`src/rtl/rmts_pkg.sv`:
```
// Shared constants for the rate-monotonic tick scheduler.
// No dependencies; used by rmts_table and rate_monotonic_tick_scheduler_top.
package rmts_pkg;

  localparam int MaxTasksDefault  = 8;
  localparam int TimeWidthDefault = 16;

  localparam logic OP_LOAD = 1'b0;
  localparam logic OP_TICK = 1'b1;

endpackage

```
`src/rtl/rmts_table.sv`:
```
// Task table memory: one write port, one registered read port.
// Per-entry valid bits make unwritten entries read as zero after reset.
// Depends on rmts_pkg for default sizes.
module rmts_table #(
  parameter int DEPTH = rmts_pkg::MaxTasksDefault,
  parameter int WIDTH = 4 * rmts_pkg::TimeWidthDefault,
  localparam int AW   = (DEPTH > 1) ? $clog2(DEPTH) : 1
) (
  input  logic             clk,
  input  logic             rst,
  input  logic             we,
  input  logic [AW-1:0]    waddr,
  input  logic [WIDTH-1:0] wdata,
  input  logic [AW-1:0]    raddr,
  output logic [WIDTH-1:0] rdata
);

  logic [WIDTH-1:0] mem [DEPTH];
  logic [DEPTH-1:0] valid;

  always_ff @(posedge clk) begin
    if (rst) begin
      valid <= '0;
    end else if (we) begin
      valid[waddr] <= 1'b1;
    end
  end

  always_ff @(posedge clk) begin
    if (we) begin
      mem[waddr] <= wdata;
    end
  end

  always_ff @(posedge clk) begin
    if (valid[raddr]) begin
      rdata <= mem[raddr];
    end else begin
      rdata <= '0;
    end
  end

endmodule

```
`src/rtl/rate_monotonic_tick_scheduler_top.sv`:
```
// Rate-monotonic tick scheduler top level; instantiates rmts_table.
// Depends on rmts_pkg for constants and default parameter values.
//
// A load (opcode 0) writes the task table while busy stays low. A tick (opcode 1)
// sweeps the task table twice through its single read port, once to check
// deadlines and choose the running task and once to write back the counters.
// Read data is registered and returns the cycle after its address. Each sweep
// covers the active task count limited to MAX_TASKS, and busy stays high through
// both sweeps and the report cycle. A tick that finds a new deadline miss skips
// the second sweep. Once a deadline miss is flagged, or with no active tasks,
// busy is high only for the report cycle. Every tick ends with a one-cycle
// result_valid strobe; the receiver cannot stall, so it must capture each
// result in the cycle it appears. The configuration port is ready only while
// no tick is in progress.
module rate_monotonic_tick_scheduler_top #(
  parameter int MAX_TASKS  = rmts_pkg::MaxTasksDefault,
  parameter int TIME_WIDTH = rmts_pkg::TimeWidthDefault
) (
  input  logic        clk,
  input  logic        rst,
  input  logic        start,
  output logic        busy,
  input  logic        opcode,
  input  logic [2:0]  task_slot,
  input  logic [15:0] burst_time,
  input  logic [15:0] period_length,
  output logic        result_valid,
  output logic [31:0] slot_number,
  output logic        task_ran,
  output logic [2:0]  running_task,
  output logic        deadline_miss,
  output logic [2:0]  missed_task,
  input  logic        cfg_valid,
  output logic        cfg_ready,
  input  logic [3:0]  cfg_data
);

  localparam int TW = TIME_WIDTH;
  localparam int EW = 4 * TW;
  localparam int IW = (MAX_TASKS > 1) ? $clog2(MAX_TASKS) : 1;
  localparam int CW = $clog2(MAX_TASKS + 1);

  localparam logic [1:0] S_IDLE   = 2'd0;
  localparam logic [1:0] S_CHECK  = 2'd1;
  localparam logic [1:0] S_UPDATE = 2'd2;
  localparam logic [1:0] S_REPORT = 2'd3;

  logic [1:0]    state;
  logic [3:0]    active_tasks;
  logic [CW-1:0] cnt;
  logic          rvalid;
  logic [IW-1:0] ridx;
  logic          found;
  logic [2:0]    miss_at;
  logic          ran;
  logic [IW-1:0] pick;
  logic [TW-1:0] best_period;
  logic          miss_flag;
  logic [2:0]    miss_index;
  logic [31:0]   slot_counter;

  logic [CW-1:0] live;
  logic [31:0]   active_ext;
  logic [31:0]   slot_ext;
  logic [31:0]   burst_ext;
  logic [31:0]   period_ext;
  logic [31:0]   ridx_ext;
  logic [31:0]   pick_ext;
  logic          slot_ok;
  logic          scan_more;
  logic          pass_done;

  logic          tbl_we;
  logic [IW-1:0] tbl_waddr;
  logic [EW-1:0] tbl_wdata;
  logic [EW-1:0] tbl_rdata;

  logic [TW-1:0] rd_burst;
  logic [TW-1:0] rd_period;
  logic [TW-1:0] rd_rem;
  logic [TW-1:0] rd_cd;
  logic [TW-1:0] rem_dec;
  logic [EW-1:0] upd_entry;

  always_comb begin
    active_ext = 32'(active_tasks);
    if (active_ext > 32'(MAX_TASKS)) begin
      live = CW'(MAX_TASKS);
    end else begin
      live = active_ext[CW-1:0];
    end
    scan_more = (cnt < live);
    pass_done = (cnt == live) && !rvalid;

    slot_ext   = 32'(task_slot);
    burst_ext  = 32'(burst_time);
    period_ext = 32'(period_length);
    ridx_ext   = 32'(ridx);
    pick_ext   = 32'(pick);
    slot_ok    = slot_ext < 32'(MAX_TASKS);

    rd_burst  = tbl_rdata[4*TW-1:3*TW];
    rd_period = tbl_rdata[3*TW-1:2*TW];
    rd_rem    = tbl_rdata[2*TW-1:TW];
    rd_cd     = tbl_rdata[TW-1:0];

    if (ran && (ridx == pick)) begin
      rem_dec = rd_rem - TW'(1);
    end else begin
      rem_dec = rd_rem;
    end
    if (rd_cd <= TW'(1)) begin
      upd_entry = {rd_burst, rd_period, rd_burst, rd_period};
    end else begin
      upd_entry = {rd_burst, rd_period, rem_dec, rd_cd - TW'(1)};
    end

    if (state == S_UPDATE) begin
      tbl_we    = rvalid;
      tbl_waddr = ridx;
      tbl_wdata = upd_entry;
    end else begin
      tbl_we    = (state == S_IDLE) && start && (opcode == rmts_pkg::OP_LOAD) && slot_ok;
      tbl_waddr = slot_ext[IW-1:0];
      tbl_wdata = {burst_ext[TW-1:0], period_ext[TW-1:0],
                   burst_ext[TW-1:0], period_ext[TW-1:0]};
    end
  end

  rmts_table #(
    .DEPTH (MAX_TASKS),
    .WIDTH (EW)
  ) u_table (
    .clk   (clk),
    .rst   (rst),
    .we    (tbl_we),
    .waddr (tbl_waddr),
    .wdata (tbl_wdata),
    .raddr (cnt[IW-1:0]),
    .rdata (tbl_rdata)
  );

  always_ff @(posedge clk) begin
    if (rst) begin
      state        <= S_IDLE;
      active_tasks <= 4'd1;
      cnt          <= '0;
      rvalid       <= 1'b0;
      found        <= 1'b0;
      ran          <= 1'b0;
      pick         <= '0;
      miss_flag    <= 1'b0;
      miss_index   <= 3'd0;
      slot_counter <= 32'd0;
    end else begin
      if (cfg_valid && cfg_ready) begin
        active_tasks <= cfg_data;
      end
      rvalid <= ((state == S_CHECK) || (state == S_UPDATE)) && scan_more;
      if (((state == S_CHECK) || (state == S_UPDATE)) && scan_more) begin
        ridx   <= cnt[IW-1:0];
        cnt    <= cnt + CW'(1);
      end
      case (state)
        S_IDLE: begin
          if (start && (opcode == rmts_pkg::OP_TICK)) begin
            ran   <= 1'b0;
            pick  <= '0;
            found <= 1'b0;
            cnt   <= '0;
            if (miss_flag || (live == '0)) begin
              state <= S_REPORT;
            end else begin
              state <= S_CHECK;
            end
          end
        end
        S_CHECK: begin
          if (rvalid) begin
            if (!found && (rd_rem > rd_cd)) begin
              found   <= 1'b1;
              miss_at <= ridx_ext[2:0];
            end
            if ((rd_rem != '0) && (!ran || (rd_period < best_period))) begin
              ran         <= 1'b1;
              pick        <= ridx;
              best_period <= rd_period;
            end
          end
          if (pass_done) begin
            if (found) begin
              miss_flag  <= 1'b1;
              miss_index <= miss_at;
              ran        <= 1'b0;
              state      <= S_REPORT;
            end else begin
              cnt   <= '0;
              state <= S_UPDATE;
            end
          end
        end
        S_UPDATE: begin
          if (pass_done) begin
            state <= S_REPORT;
          end
        end
        S_REPORT: begin
          slot_counter <= slot_counter + 32'd1;
          state        <= S_IDLE;
        end
        default: begin
          state <= S_IDLE;
        end
      endcase
    end
  end

  assign busy          = (state != S_IDLE);
  assign cfg_ready     = (state == S_IDLE);
  assign result_valid  = (state == S_REPORT);
  assign slot_number   = slot_counter;
  assign task_ran      = ran;
  assign running_task  = ran ? pick_ext[2:0] : 3'd0;
  assign deadline_miss = miss_flag;
  assign missed_task   = miss_flag ? miss_index : 3'd0;

endmodule
```
`config.mk`:
```
export PLATFORM = sky130hd
export DESIGN_NAME = rate_monotonic_tick_scheduler_top
export DESIGN_NICKNAME = d
export VERILOG_FILES = /design/src/rtl/rmts_pkg.sv /design/src/rtl/rmts_table.sv /design/src/rtl/rate_monotonic_tick_scheduler_top.sv
export SDC_FILE = /design/constraint.sdc
export NUM_CORES = 1
export LEC_CHECK = 0
export ABC_CLOCK_PERIOD_IN_PS = 31300
export BUFFER_PORTS_ARGS = -buffer_cell sky130_fd_sc_hd__buf_2
export CAP_MARGIN = 20
export CORE_MARGIN = 10
export CORE_UTILIZATION = 65
export DETAILED_ROUTE_END_ITERATION = 8
export PLACE_DENSITY = 0.79
export SETUP_SLACK_MARGIN = 0.05
export SYNTH_ARGS = -nofsm -noshare
export SYNTH_HDL_FRONTEND = slang
export SYNTH_HIERARCHICAL = 1
export SYNTH_SLANG_ARGS = --single-unit
```
`constraint.sdc`:
```
create_clock -name clk -period 31.3 [get_ports clk]
set_clock_uncertainty 0.1 [all_clocks]
set_input_delay 6.26 -clock clk [delete_from_list [all_inputs] [get_ports clk]]
set_output_delay 6.26 -clock clk [all_outputs]
set_load 0.1 [all_outputs]
```
== After elaboration in Yosys (flattened, before gate mapping) ==
Memory sizes are Yosys's and may differ from the RTL's. A register that Yosys moved wholly into a read port is not among the register bits.
Cells that the tools add are included.
Operators by class
  $add $sub $neg: 4
  $lt $le $gt $ge: 8
  equal/unequal tests: 11
  multiplexer cells: 38
  bitwise gates (word level): 3
  reduce and logical (&&, ||, !) cells: 30
Operator list (number)
  $mux W64: 1
  $add A32 B1 Y32 const B: 1
  $mux W32: 1
  $sub A16 B1 Y16 const B: 2
  $mux W4: 5
  $mux W3: 6
  $gt A16 B16 Y1: 1
  $le A16 B1 Y1 const B: 1
  $lt A16 B16 Y1: 1
  $mux W16: 1
  $reduce_and A4 Y1: 4
  $reduce_bool A16 Y1: 1
  $mux W1: 13
  $logic_and A1 B1 Y1: 10
  $lt A3 B4 Y1 const B: 2
  $mux W2: 4
  $or A8 B8 Y8: 1
  $pmux W2 S4: 1
  $pmux W4 S2: 1
  $ne A2 B1 Y1 const B: 3
  $ne A2 B2 Y1 const B: 3
  $pmux W3 S2: 1
  $reduce_and A3 Y1: 2
  $add A4 B1 Y4 const B: 1
  17 further kinds: 27
Storage, ports and cells
  flip-flop bits (word level): 82
  memory bits (writable): 512
  bits of input ports: 44
  output and inout bits: 43
  word-level logic and storage cells: 109
  memories kept: 1
Memories
  u_table.mem: words 8, width 64, read ports 1, clocked after Yosys merged registers in 1, wr ports 1, line rmts_table.sv:18  | logic [WIDTH-1:0] mem [DEPTH];

== Logic depth before layout (Yosys ltp) ==
  word-level depth: 8
  depth in mapped cells: 10
  mapped depth without buffers: 10

== By module ==
Netlist, hierarchy kept.
By module, submodules not included
  rmts_table: times used 1, cells each 908, area an instance 20982.6 µm²
  rate_monotonic_tick_scheduler_top: times used 1, cells each 683, area an instance 5471.5 µm²

== Worst setup path after synthesis ==
Ideal clock, no wire load.
  kind: input-to-reg
  start: input port opcode
  end: memory u_table/mem[0][0] in the netlist's numbering, enable pin
  arrival time: 13466 ps
  required time: 30530 ps
  path slack: 17063 ps
  stages on the path: 3
  buffers on the path: 0
  path through: nand3b_1 -> o21ai_0 -> nor4b_1
Between the ends
  cells in the longest elaborated chain, start to end: 5
Ends and longest elaborated chain
  from (decl): line rate_monotonic_tick_scheduler_top.sv:23  | input logic opcode,
  $not A1 Y1: line rate_monotonic_tick_scheduler_top.sv:123  | tbl_we = (state == S_IDLE) && start && (opcode == rmts_pkg::OP_LOAD) && slot_ok;
  $logic_and A1 B1 Y1: line rate_monotonic_tick_scheduler_top.sv:123
  $mux W1: line rate_monotonic_tick_scheduler_top.sv:118  | if (state == S_UPDATE) begin
  net tbl_we: line rate_monotonic_tick_scheduler_top.sv:73  | logic tbl_we;
  $mux W1: line rmts_table.sv:30  | if (we) begin
  $mux W1 (not written as such): line rmts_table.sv:31  | mem[waddr] <= wdata;
  to (decl): line rmts_table.sv:18
The timed path passes the listed nets, and every way through them passes these cells.

== Final worst setup path ==
  start: input port opcode
  end: memory u_table/mem[7][10] in the netlist's numbering, enable pin
Same word-level chain as after synthesis.

==> impl_metrics.csv <==
group,metric,value,unit
layout,instances_no_fill,2279,
route,drc,0,
timing,layout_min_cycle_time,8.92,ns
clock_tree,cts_setup_buffers,0,
layout,fill_cells,2311,
timing,fmax,112,MHz
global_route,antenna_found_initial,0,
critical_path,startpoint_type,"primary input",
timing,max_slew_margin,0.224,
clock_tree,cts_root_buf,"clkbuf_16",
critical_path,crit_path_max_incr_delay,0.73,ns
logic_synthesis,ys_types,61,
timing,setup_viol,0,
clock_tree,h-tree-depth,3,
global_route,grt_pass1_wl,89600,µm
route,route.detailed.vias_per_inst,6.38,
global_route,grt_util_all_layers,0.234,
floorplan,die_x,222,µm
worst_hold_path,min_path_type,"reg -> reg",
clock_tree,clk_latency,0.59,ns
layout,area_delta_synth_final,12.5,%
layout,n_antenna_cell,0,
flow_run,drv_cap,0,
logic_synthesis,syn-num-nets,1679,
clock_tree,clkSinkCount,658,
power,p_switching,0.635,mW
timing,worstMarginPinSlew,1.16,ns
timing,rsz0062_at_grt,"no",
global_route,met2_usage,0.382,
layout,layout_commonest_cell,"edfxtp_1",
critical_path,endpoint_kind,"flop",
clock_tree,hold_buffers,0,
layout,final_util,0.744,
logic_synthesis,yosys_register_bits,658,
power,p_int,1.70,mW
critical_path,crit_type,"in -> reg",
floorplan,rows,73,
timing,finalHoldViolations,0,
route,ant_nets,0,
placement,port_buffers,86,
critical_path,path_cells,"buf_2 > nand3b_1 > o21ai_0 > nand2_1 > nor2_4 > buf_16 > buf_4",
clock_tree,cts_resized,0,
logic_synthesis,synth_seq_area_share,0.700,
timing,fin_ws,22.38,ns
power,pwr-share-clk,0.343,
power,power.share.sequential,0.465,
critical_path,critPathRequiredTime,31.40,ns
logic_synthesis,avgSynthCellArea,16.6,µm²
logic_synthesis,yosysWarnings,6,
route,drt-total-wl,57800,µm
global_route,grt_pass1_vias,15200,
route,num_vias,14500,
layout,drive_above_1_share,0.219,
power,power.share.switching,0.272,
power,ir_worst_vdd,57.9,µV
global_route,grt_overflow,0,
placement,dp_slack,21.72,ns
placement,post-place-cells,2155,
logic_synthesis,async_flop_share,0,
layout,nets,1788,
clock_tree,cts_tree,"yes",
global_route,grt_use_met3,0.0423,
layout,final_cell_mix,"edfxtp_1 (534), nor2_1 (153), mux4_2 (130), dfxtp_1 (121), nand2_1 (95)",
route,drtIter0Drc,1495,
global_route,grt_max_degree,90,
floorplan,start_util,0.661,
power,combPwrFrac,0.192,
placement,hpwl,33000,µm
critical_path,critPathMaxFanout,36,
timing,holdWs,0.369,ns
clock_tree,cts_buffers,66,
timing,slew_viol_final,0,
floorplan,die_h,222,µm
power,p_per_area,78.6,nW/µm²
timing,period_share,0.285,
clock_tree,cts_buffer_depth,3,
placement,gp_congestion,0.828,
floorplan,core_area,40000,µm²
global_route,top_usage_layer,"met2",
logic_synthesis,synth_enable_flop_cells,534,
floorplan,die-area,49200,µm²
run_status,outcome,"finished, final reports clean",
critical_path,arrival,9.02,ns
logic_synthesis,synth_flop_cell,"edfxtp_1",
route,drtPass1Iterations,7,
critical_path,slowest_stage,"o21ai_0",
global_route,met1_usage,0.314,
logic_synthesis,synth_area,26500,µm²
floorplan,io_pins,87,
clock_tree,clk_pin_slew,0.06,ns
route,routedWlPerCell,25.4,µm
power,p_leak,10.1,nW
logic_synthesis,synth_cells,1591,
timing,fin_tns_setup,0,ns
-- power by group through the flow --
stage               logic (mW)  clock network [mW]  registers [mW]
floorplan                0.340                   0            1.09
global placement         0.432                   0            1.10
detailed placement       0.445                   0            1.11
CTS                      0.449               0.810            1.09
global route             0.485               0.842            1.09
finish                   0.449               0.801            1.09
-- stage by stage --
stage	power (mW)	instance area (µm²)
2_1_floorplan	1.43	26500
3_3_place_gp	1.53	27500
3_5_place_dp	1.55	27500
4_1_cts	2.35	29700
5_1_grt	2.42	29700
6_report	2.34	29700
-- registers in the layout, indices dropped and copies added, names as in the netlist --
register and flops:
state 2, active_tasks 4, pick 3, deadline_miss 1, u_table/valid 8, ridx 3
best_period 16, slot_number 32, u_table/mem 512, cnt 4, found 1, u_table/rdata 64
rvalid 1, miss_index 3, miss_at 3, task_ran 1
-- final cells by class --
cell class / count / area [µm²] / area share
clock inverters: 38 / 444 / 0.0149
repair buffers: 111 / 651 / 0.0219
well taps: 525 / 657 / 0.0221
multi-input cells: 819 / 7540 / 0.254
inverters: 44 / 165 / 0.00555
flip-flops and latches: 658 / 18500 / 0.623
clock buffers: 84 / 1760 / 0.0592
-- worst max-delay path, delay by kind of cell --
| kind | cells | cell delay [ns] |
|---|---|---|
| and+or+nand+nor | 3 | 1.07 |
| buffers and inverters | 3 | 0.91 |
| AOI/OAI and AO/OA | 1 | 0.73 |
-- path summary, 6_finish.rpt --
check,from,endpoint,slack (ns),cells after the start
setup / recovery,opcode,u_table/mem[7][10],22.38,7
hold / removal,u_table/rdata[36],best_period[4],0.37,0
setup reg to reg,state[0],u_table/mem[7][10],27.11,8
hold reg to reg,u_table/rdata[36],best_period[4],0.37,0
-- cells in the mapped netlist, drive strengths merged, types with 13 or more instances --
library cell	number	area [µm²]
clkbuf	33	124
mux2	13	146
ha	44	551
nor2	155	584
mux2i	71	723
xnor2	27	236
nand2	95	357
nand3	25	125
nand2b	25	156
mux4	130	2930
dfxtp	124	2480
edfxtp	534	16000
a21oi	21	105
buf	37	184
inv	44	165
xor2	32	280
nand4	18	113
o21ai	41	205
-- logic make-up (layout without fill, tap and decap cells) --
logic type	count (synthesis)	count (layout)	synth area share
compound gates	113	113	0.0283
xor+xnor	59	59	0.0195
fa+ha+maj	44	44	0.0208
buf+inv	114	277	0.0179
flops	658	658	0.700
mux	214	214	0.144
simple gates	389	389	0.0699
-- routing by layer --
| layer | vias to the layer above | routed length (µm) |
|---|---|---|
| met1 | 7451 | 23400 |
| li1 | 6353 | - |
| met4 | 0 | 1480 |
| met3 | 113 | 3980 |
| met2 | 614 | 29000 |
| met5 | - | 0 |
(Power assumes the default switching activity.)
